`config.mk`:
```
export PLATFORM = sky130hd
export DESIGN_NAME = minmax_column_decimator_top
export DESIGN_NICKNAME = d
export VERILOG_FILES = /design/src/sv/mmcd_pkg.sv /design/src/sv/mmcd_regs.sv /design/src/sv/mmcd_accum.sv /design/src/sv/mmcd_scale.sv /design/src/sv/minmax_column_decimator_top.sv
export SDC_FILE = /design/constraint.sdc
export NUM_CORES = 2
export LEC_CHECK = 0
export ABC_AREA = 1
export BUFFER_PORTS_ARGS = -buffer_cell sky130_fd_sc_hd__buf_4
export CORE_MARGIN = 2
export CORE_UTILIZATION = 59
export DETAILED_ROUTE_END_ITERATION = 6
export GPL_TIMING_DRIVEN = 0
export PLACE_DENSITY = 0.78
export REMOVE_ABC_BUFFERS = 1
export SKIP_LAST_GASP = 1
export SYNTH_ARGS = -nofsm -noshare
export SYNTH_HDL_FRONTEND = slang
export SYNTH_SLANG_ARGS = --single-unit
```
`constraint.sdc`:
```
create_clock -name clk -period 5.6 [get_ports clk]
set_input_delay 0.28 -clock clk [delete_from_list [all_inputs] [get_ports clk]]
set_output_delay 0.28 -clock clk [all_outputs]
set_load 0.01 [all_outputs]
```
`src/sv/mmcd_pkg.sv`:
```
// Shared types and constants for the min/max column decimator.
package mmcd_pkg;

  localparam int unsigned MAX_GROUP_DEF = 4096;

  localparam int unsigned SAMPLE_W = 16;
  localparam int unsigned GSIZE_W  = 13;
  localparam int unsigned SCALE_W  = 32;

  localparam logic [GSIZE_W-1:0] GSIZE_RESET = 13'd1;
  localparam logic [SCALE_W-1:0] SCALE_RESET = 32'h0001_0000;

  // register index, taken from paddr[2]
  localparam logic REG_GROUP_SIZE  = 1'b0;
  localparam logic REG_PIXEL_SCALE = 1'b1;

  typedef struct packed {
    logic [SAMPLE_W-1:0] sample;
    logic                is_last;
  } in_t;

  typedef struct packed {
    logic [SAMPLE_W-1:0] inv_max;
    logic [SAMPLE_W-1:0] inv_min;
    logic [SAMPLE_W-1:0] pix_top;
    logic [SAMPLE_W-1:0] pix_bottom;
    logic                last_column;
  } out_t;

  // closed column, before pixel scaling
  typedef struct packed {
    logic [SAMPLE_W-1:0] inv_max;
    logic [SAMPLE_W-1:0] inv_min;
    logic                last_column;
  } col_t;

endpackage

```
`src/sv/mmcd_regs.sv`:
```
// APB configuration registers: group size and pixel scale.
module mmcd_regs
  import mmcd_pkg::*;
(
  input  logic               clk,
  input  logic               rst,
  input  logic               psel,
  input  logic               penable,
  input  logic               pwrite,
  input  logic [2:0]         paddr,
  input  logic [31:0]        pwdata,
  output logic [31:0]        prdata,
  output logic               pready,
  output logic [GSIZE_W-1:0] group_size,
  output logic [SCALE_W-1:0] pixel_scale
);

  logic wr_en;

  assign pready = 1'b1;
  assign wr_en  = psel & penable & pwrite;

  always_ff @(posedge clk) begin
    if (rst) begin
      group_size  <= GSIZE_RESET;
      pixel_scale <= SCALE_RESET;
    end else if (wr_en) begin
      case (paddr[2])
        REG_GROUP_SIZE:  group_size  <= pwdata[GSIZE_W-1:0];
        REG_PIXEL_SCALE: pixel_scale <= pwdata;
        default: ;
      endcase
    end
  end

  always_comb begin
    case (paddr[2])
      REG_GROUP_SIZE:  prdata = {{(32-GSIZE_W){1'b0}}, group_size};
      REG_PIXEL_SCALE: prdata = pixel_scale;
      default:         prdata = '0;
    endcase
  end

endmodule

```
`src/sv/mmcd_accum.sv`:
```
// Column tracker: running min/max, group counting, closed-column register.
module mmcd_accum
  import mmcd_pkg::*;
#(
  parameter int unsigned MAX_GROUP = MAX_GROUP_DEF
) (
  input  logic               clk,
  input  logic               rst,
  input  logic               take,        // input item accepted
  input  in_t                in_data,
  input  logic [GSIZE_W-1:0] group_size,
  input  logic               col_adv,     // column register may load
  output logic               col_valid,
  output col_t               col
);

  localparam int unsigned CNT_W = $clog2(MAX_GROUP + 1);
  localparam int unsigned CMP_W = (CNT_W > GSIZE_W) ? CNT_W : GSIZE_W;
  localparam logic [CMP_W-1:0] MAX_CMP = CMP_W'(MAX_GROUP);

  logic [CNT_W-1:0]    count;
  logic [SAMPLE_W-1:0] run_max;
  logic [SAMPLE_W-1:0] run_min;

  logic [CNT_W-1:0]    count_next;
  logic [SAMPLE_W-1:0] max_next;
  logic [SAMPLE_W-1:0] min_next;
  logic [CMP_W-1:0]    gsize_ext;
  logic [CMP_W-1:0]    eff_size;
  logic                close;

  always_comb begin
    gsize_ext = CMP_W'(group_size);
    if (gsize_ext == '0) begin
      eff_size = CMP_W'(1);
    end else if (gsize_ext > MAX_CMP) begin
      eff_size = MAX_CMP;
    end else begin
      eff_size = gsize_ext;
    end

    count_next = count + CNT_W'(1);
    if (count == '0) begin
      max_next = in_data.sample;
      min_next = in_data.sample;
    end else begin
      max_next = (in_data.sample > run_max) ? in_data.sample : run_max;
      min_next = (in_data.sample < run_min) ? in_data.sample : run_min;
    end
    close = in_data.is_last || (CMP_W'(count_next) >= eff_size);
  end

  always_ff @(posedge clk) begin
    if (rst) begin
      count   <= '0;
      run_max <= '0;
      run_min <= '0;
    end else if (take) begin
      count   <= close ? '0 : count_next;
      run_max <= max_next;
      run_min <= min_next;
    end
  end

  // closed-column register
  always_ff @(posedge clk) begin
    if (rst) begin
      col_valid <= 1'b0;
    end else if (col_adv) begin
      col_valid <= take & close;
    end
  end

  always_ff @(posedge clk) begin
    if (col_adv && take && close) begin
      col.inv_max     <= ~max_next;
      col.inv_min     <= ~min_next;
      col.last_column <= in_data.is_last;
    end
  end

endmodule

```
`src/sv/mmcd_scale.sv`:
```
// Pixel scaling of a closed column and the output register.
module mmcd_scale
  import mmcd_pkg::*;
(
  input  logic               clk,
  input  logic               rst,
  input  logic               col_valid,
  input  col_t               col,
  input  logic [SCALE_W-1:0] pixel_scale,
  output logic               adv,
  output logic               out_valid,
  input  logic               out_stall,
  output out_t               out_data
);

  localparam int unsigned PROD_W = SAMPLE_W + SCALE_W;

  logic [PROD_W-1:0] prod_top;
  logic [PROD_W-1:0] prod_bot;

  assign adv = ~out_valid | ~out_stall;

  assign prod_top = PROD_W'(col.inv_max) * PROD_W'(pixel_scale);
  assign prod_bot = PROD_W'(col.inv_min) * PROD_W'(pixel_scale);

  always_ff @(posedge clk) begin
    if (rst) begin
      out_valid <= 1'b0;
    end else if (adv) begin
      out_valid <= col_valid;
    end
  end

  // bits 31:16 of the product: wrap modulo 2^32, then drop the fraction
  always_ff @(posedge clk) begin
    if (adv && col_valid) begin
      out_data.inv_max     <= col.inv_max;
      out_data.inv_min     <= col.inv_min;
      out_data.pix_top     <= prod_top[31:16];
      out_data.pix_bottom  <= prod_bot[31:16];
      out_data.last_column <= col.last_column;
    end
  end

endmodule

```
`src/sv/minmax_column_decimator_top.sv`:
```
// Top level of the min/max column decimator.
//
//  channel   dir  handshake               payload
//  in        in   in_valid / in_stall     in_data  (sample, is_last)
//  out       out  out_valid / out_stall   out_data (inv_max, inv_min, pix_top,
//                                                   pix_bottom, last_column)
//  config    in   APB psel/penable/pwrite paddr[2:0], pwdata, prdata
//
// One sample can be taken every cycle while in_stall is low. A closing sample is
// loaded into the column register at its accepting edge, after the min/max
// compare and count, and then reaches out_data through the two 16x32 multipliers
// into the output register. rst is synchronous: the open column is dropped,
// group_size returns to 1 and pixel_scale to 1.0 (0x10000). A stalled output
// holds; the column register takes one more closed column behind it, and
// in_stall is high while both registers hold a column and out_stall is high,
// for every sample, whether or not it would close a column.
module minmax_column_decimator_top
  import mmcd_pkg::*;
#(
  parameter int unsigned MAX_GROUP = MAX_GROUP_DEF
) (
  input  logic        clk,
  input  logic        rst,
  // sample stream
  input  logic        in_valid,
  output logic        in_stall,
  input  in_t         in_data,
  // column stream
  output logic        out_valid,
  input  logic        out_stall,
  output out_t        out_data,
  // configuration
  input  logic        psel,
  input  logic        penable,
  input  logic        pwrite,
  input  logic [2:0]  paddr,
  input  logic [31:0] pwdata,
  output logic [31:0] prdata,
  output logic        pready
);

  logic [GSIZE_W-1:0] group_size;
  logic [SCALE_W-1:0] pixel_scale;
  logic               col_valid;
  col_t               col;
  logic               adv_out;   // output register can load
  logic               adv_col;   // column register can load
  logic               take;

  // column register frees up when empty or when it drains into the output
  assign adv_col  = ~col_valid | adv_out;
  assign in_stall = ~adv_col;
  assign take     = in_valid & ~in_stall;

  mmcd_regs u_regs (
    .clk         (clk),
    .rst         (rst),
    .psel        (psel),
    .penable     (penable),
    .pwrite      (pwrite),
    .paddr       (paddr),
    .pwdata      (pwdata),
    .prdata      (prdata),
    .pready      (pready),
    .group_size  (group_size),
    .pixel_scale (pixel_scale)
  );

  mmcd_accum #(
    .MAX_GROUP (MAX_GROUP)
  ) u_accum (
    .clk        (clk),
    .rst        (rst),
    .take       (take),
    .in_data    (in_data),
    .group_size (group_size),
    .col_adv    (adv_col),
    .col_valid  (col_valid),
    .col        (col)
  );

  mmcd_scale u_scale (
    .clk         (clk),
    .rst         (rst),
    .col_valid   (col_valid),
    .col         (col),
    .pixel_scale (pixel_scale),
    .adv         (adv_out),
    .out_valid   (out_valid),
    .out_stall   (out_stall),
    .out_data    (out_data)
  );

endmodule
```
==> qor.txt <==
Status = finished with violations
Failing checks = design-rule violations, negative setup slack
Detailed Route WL = 110 mm
Post-synthesis cell type count = 49
DRC errors left = 26
Initial DRT Pass Iterations = 7
Share of cells above drive strength 1 = 14.9%
PD cells = 225 nW/um2
Buffers added on ports = 155
Static Leak = 0.0208 uW
Most used cell, CP = inv_1
Reg2Reg Setup Slack = -0.18 ns
FF+latch area = 4890 um2
Clk root buf = clkbuf_16
Slew @ Worst Pin = 1.35 ns
CP max stage cell = fa_1
Via density = 5.68
Worst Hold Class = in2reg
Post-synth EDFFs = 98
Post-Route Skew = 0.0243 ns
Row count = 86
Reg2reg end = u_scale.out_data[7]$_DFFE_PP_
Yosys reg bits = 190
Crit-path max cell delay = 0.56 ns
Area of the multi-input gates = 24000 um2
# Max-Cap Violations = 0
Via count = 29800
Post-Layout Inst Area = 38800 um2
Asr flop ratio synth = 0%
Clk slew on worst S/H paths = 0.08 ns
GRT Residual Overflow = 0
Ys flop type = edfxtp_1
Max Root-Sink Buffers = 2
Worst-case reg-to-reg path depth = 21
Fin crit share = 103%
Reg-to-reg critical path startpoint = u_accum.col[7]$_DFFE_PP_
Yosys Warn Count = 0
Core area = 55100 um2
Worst setup path category = reg2reg
I/O pins = 159
Synth Instances = 4299
Synth Area per Inst = 7.64 um2
Critical path required time = 5.84 ns
# fillers = 4008
GR Util All Layers = 37.9%
Slew HR = 9.71%
Post-route setup slack = -0.181 ns
First-pass GRT wire length = 163 mm
CP Cell Sequence = buf_12, nand2_1, inv_1, fa_1, inv_1, fa_2, fa_2, fa_1, inv_1, fa_1, inv_1, fa_1, inv_1, ha_4, nand2_1, nor2_1, inv_1, nor2_1, a21o_1, a21oi_2, xnor2_1
CP max FO = 13
Peak VDD IR = 0.264 mV
H-tree depth = 4
Final setup fails = 15
Unrepaired setup endpoints after global routing = yes
Setup TNS after final layout = -1.07 ns
Fin. Hold Viols = 0
Sequential-to-total area share from yosys stat = 14.6%
Die area = 57600 um2
Initial antenna violation count = 2
Final Power = 8720 uW
F_max = 173 MHz
Die W = 240 um
Hold path cells = 3
Minimum clock period after layout = 5.78 ns
CP startpoint kind = flop
Max-slew violation count = 0
Placed Area = 34200 um2
Clk_lat worst skew = 0.52 ns
Top cells by count, synth = nand2_1 (1213), inv_1 (1161), fa_1 (606), ha_1 (170), nor2_1 (157)
WHS Endpoint = u_regs.pixel_scale[28]$_SDFFE_PP0P_
Die Ht = 240 um
Worst Path Arrival = 6.02 ns
ANT cells = 0
Initial DRC Count = 3330
Final #Nets = 5324
Synth top area cells = fa_1 (37%), nand2_1 (14%), inv_1 (13%)
Largest net degree at the start of global routing = 49
Post-synth top area share = 36.9%
CTS tree = yes
CP endpoint kind = flop
Drt wl/cell = 20.9 um
Area leader, netlist = fa_1
Area Overhead vs Synth = 18.1%
DP HPWL = 62.4 mm
CTS Buf Count = 17
Place WS = -1.21 ns
Vias in the first global route = 30100
Number of routed nets with antenna violations = 0
Mapped Area = 32900 um2
GPL Wtd Cong = 0.918
Hold Startpoint = pwdata[28]
CP startpoint = u_accum.col[7]$_DFFE_PP_
Starting Density = 59.6%
Most common cell in the synthesized netlist = nand2_1
Clk sinks = 190
[layout by cell type, fill, tap and decap left out, drive strengths merged, types with 2 or more instances in the layout]
master,count
dfxtp,92
a21o,12
a21boi,4
o21a,4
xor2,35
nand3b,8
clkinv,6
nand2,1221
nand4,20
inv,1170
o21ai,92
fa,606
a211oi,2
ha,170
nor2,162
nor4,11
a21oi,147
clkbuf,22
and2,32
or2,2
dlygate4sd3,19
nor3,16
xnor2,13
edfxtp,98
o21bai,8
nand3,154
o211ai,4
buf,365
[power by group]
group | internal (uW) | leakage (uW) | switching, uW
clock network | 581 | 0.000268 | 665
logic | 2240 | 0.0188 | 3360
registers | 1730 | 0.00170 | 148
total | 4550 | 0.0208 | 4180
[layout make-up]
class	instances	share of cell area (%)
multi-input combinational	2729	61.7
timing repair buffer	386	10.6
sequential	190	12.6
tap	748	2.41
clock buffer	20	1.13
clock inverter	12	0.261
inverter	1165	11.3
[timing repair]
action / in CTS / in global routing
cloned: 0 / 2
hold buffers: 19 / 0
endpoints found under the setup margin: 32 / 31
pin swaps: 8 / 112
setup buffers: 154 / 53
hold endpoints to repair: 19 / 0
gates resized for setup: 91 / 245
[worst max-delay path, delay by kind of cell, from the launching register on]
family          cells  cell delay [ns]
xor+xnor            1             0.16
flops               1             0.54
simple gates        4             0.49
fa+ha+maj           7             3.36
compound gates      2             0.31
buf+inv             7             0.64
[cells by family (layout without fill, tap and decap cells)]
kind of cell             count (synthesis)  in the layout  share of synthesized area (%)
flip-flops                             190            190                           14.6
buffers and inverters                 1380           1583                           16.0
XOR/XNOR                                48             48                           1.28
AND/OR/NAND/NOR                       1626           1626                           20.1
other                                    1              1                         0.0114
AO/OA/AOI/OAI                          278            278                           4.57
adder cells (fa/ha/maj)                776            776                           43.4
[per-stage QoR]
step,hold slack (ns),utilization (%),instances
2_1_floorplan,0.342,-,4084
6_report,0.0101,70.4,5250
5_1_grt,0.0217,70.4,5250
4_1_cts,0.000822,67.7,5196
3_5_place_dp,0.424,62.0,4991
3_3_place_gp,0.411,61.8,4987
[state kept, by name, indices dropped and copies added, names as in the netlist]
signal / count
u_regs.pixel_scale: 32
u_accum.col_valid: 1
u_accum.run_max: 16
u_scale.out_valid: 1
u_accum.count: 13
u_accum.run_min: 16
u_accum.col: 33
u_scale.out_data: 65
u_regs.group_size: 13
[metal layers]
| layer | vias up | track usage, % | part of all wire, % |
|---|---|---|---|
| met5 | - | 0 | 0.010 |
| met2 | 2010 | 58.4 | 44 |
| met4 | 2 | 24.3 | 8.1 |
| li1 | 12800 | - | - |
| met3 | 564 | 10.3 | 14 |
| met1 | 14400 | 47.2 | 34 |
[worst max-delay path by stage]
| stage | end | slack (ns) | depth (start not counted) |
|---|---|---|---|
| after floorplan | u_scale.out_data[24]$_DFFE_PP_ | -0.02 | 22 |
| after global placement | u_scale.out_data[28]$_DFFE_PP_ | -1.18 | 21 |
| after detailed placement | u_scale.out_data[16]$_DFFE_PP_ | -1.21 | 20 |
| after CTS | u_scale.out_data[16]$_DFFE_PP_ | -0.05 | 21 |
| after global routing | u_scale.out_data[30]$_DFFE_PP_ | -0.40 | 23 |
| final | u_scale.out_data[7]$_DFFE_PP_ | -0.18 | 21 |
No activity file was read; power rests on OpenSTA's default activity.
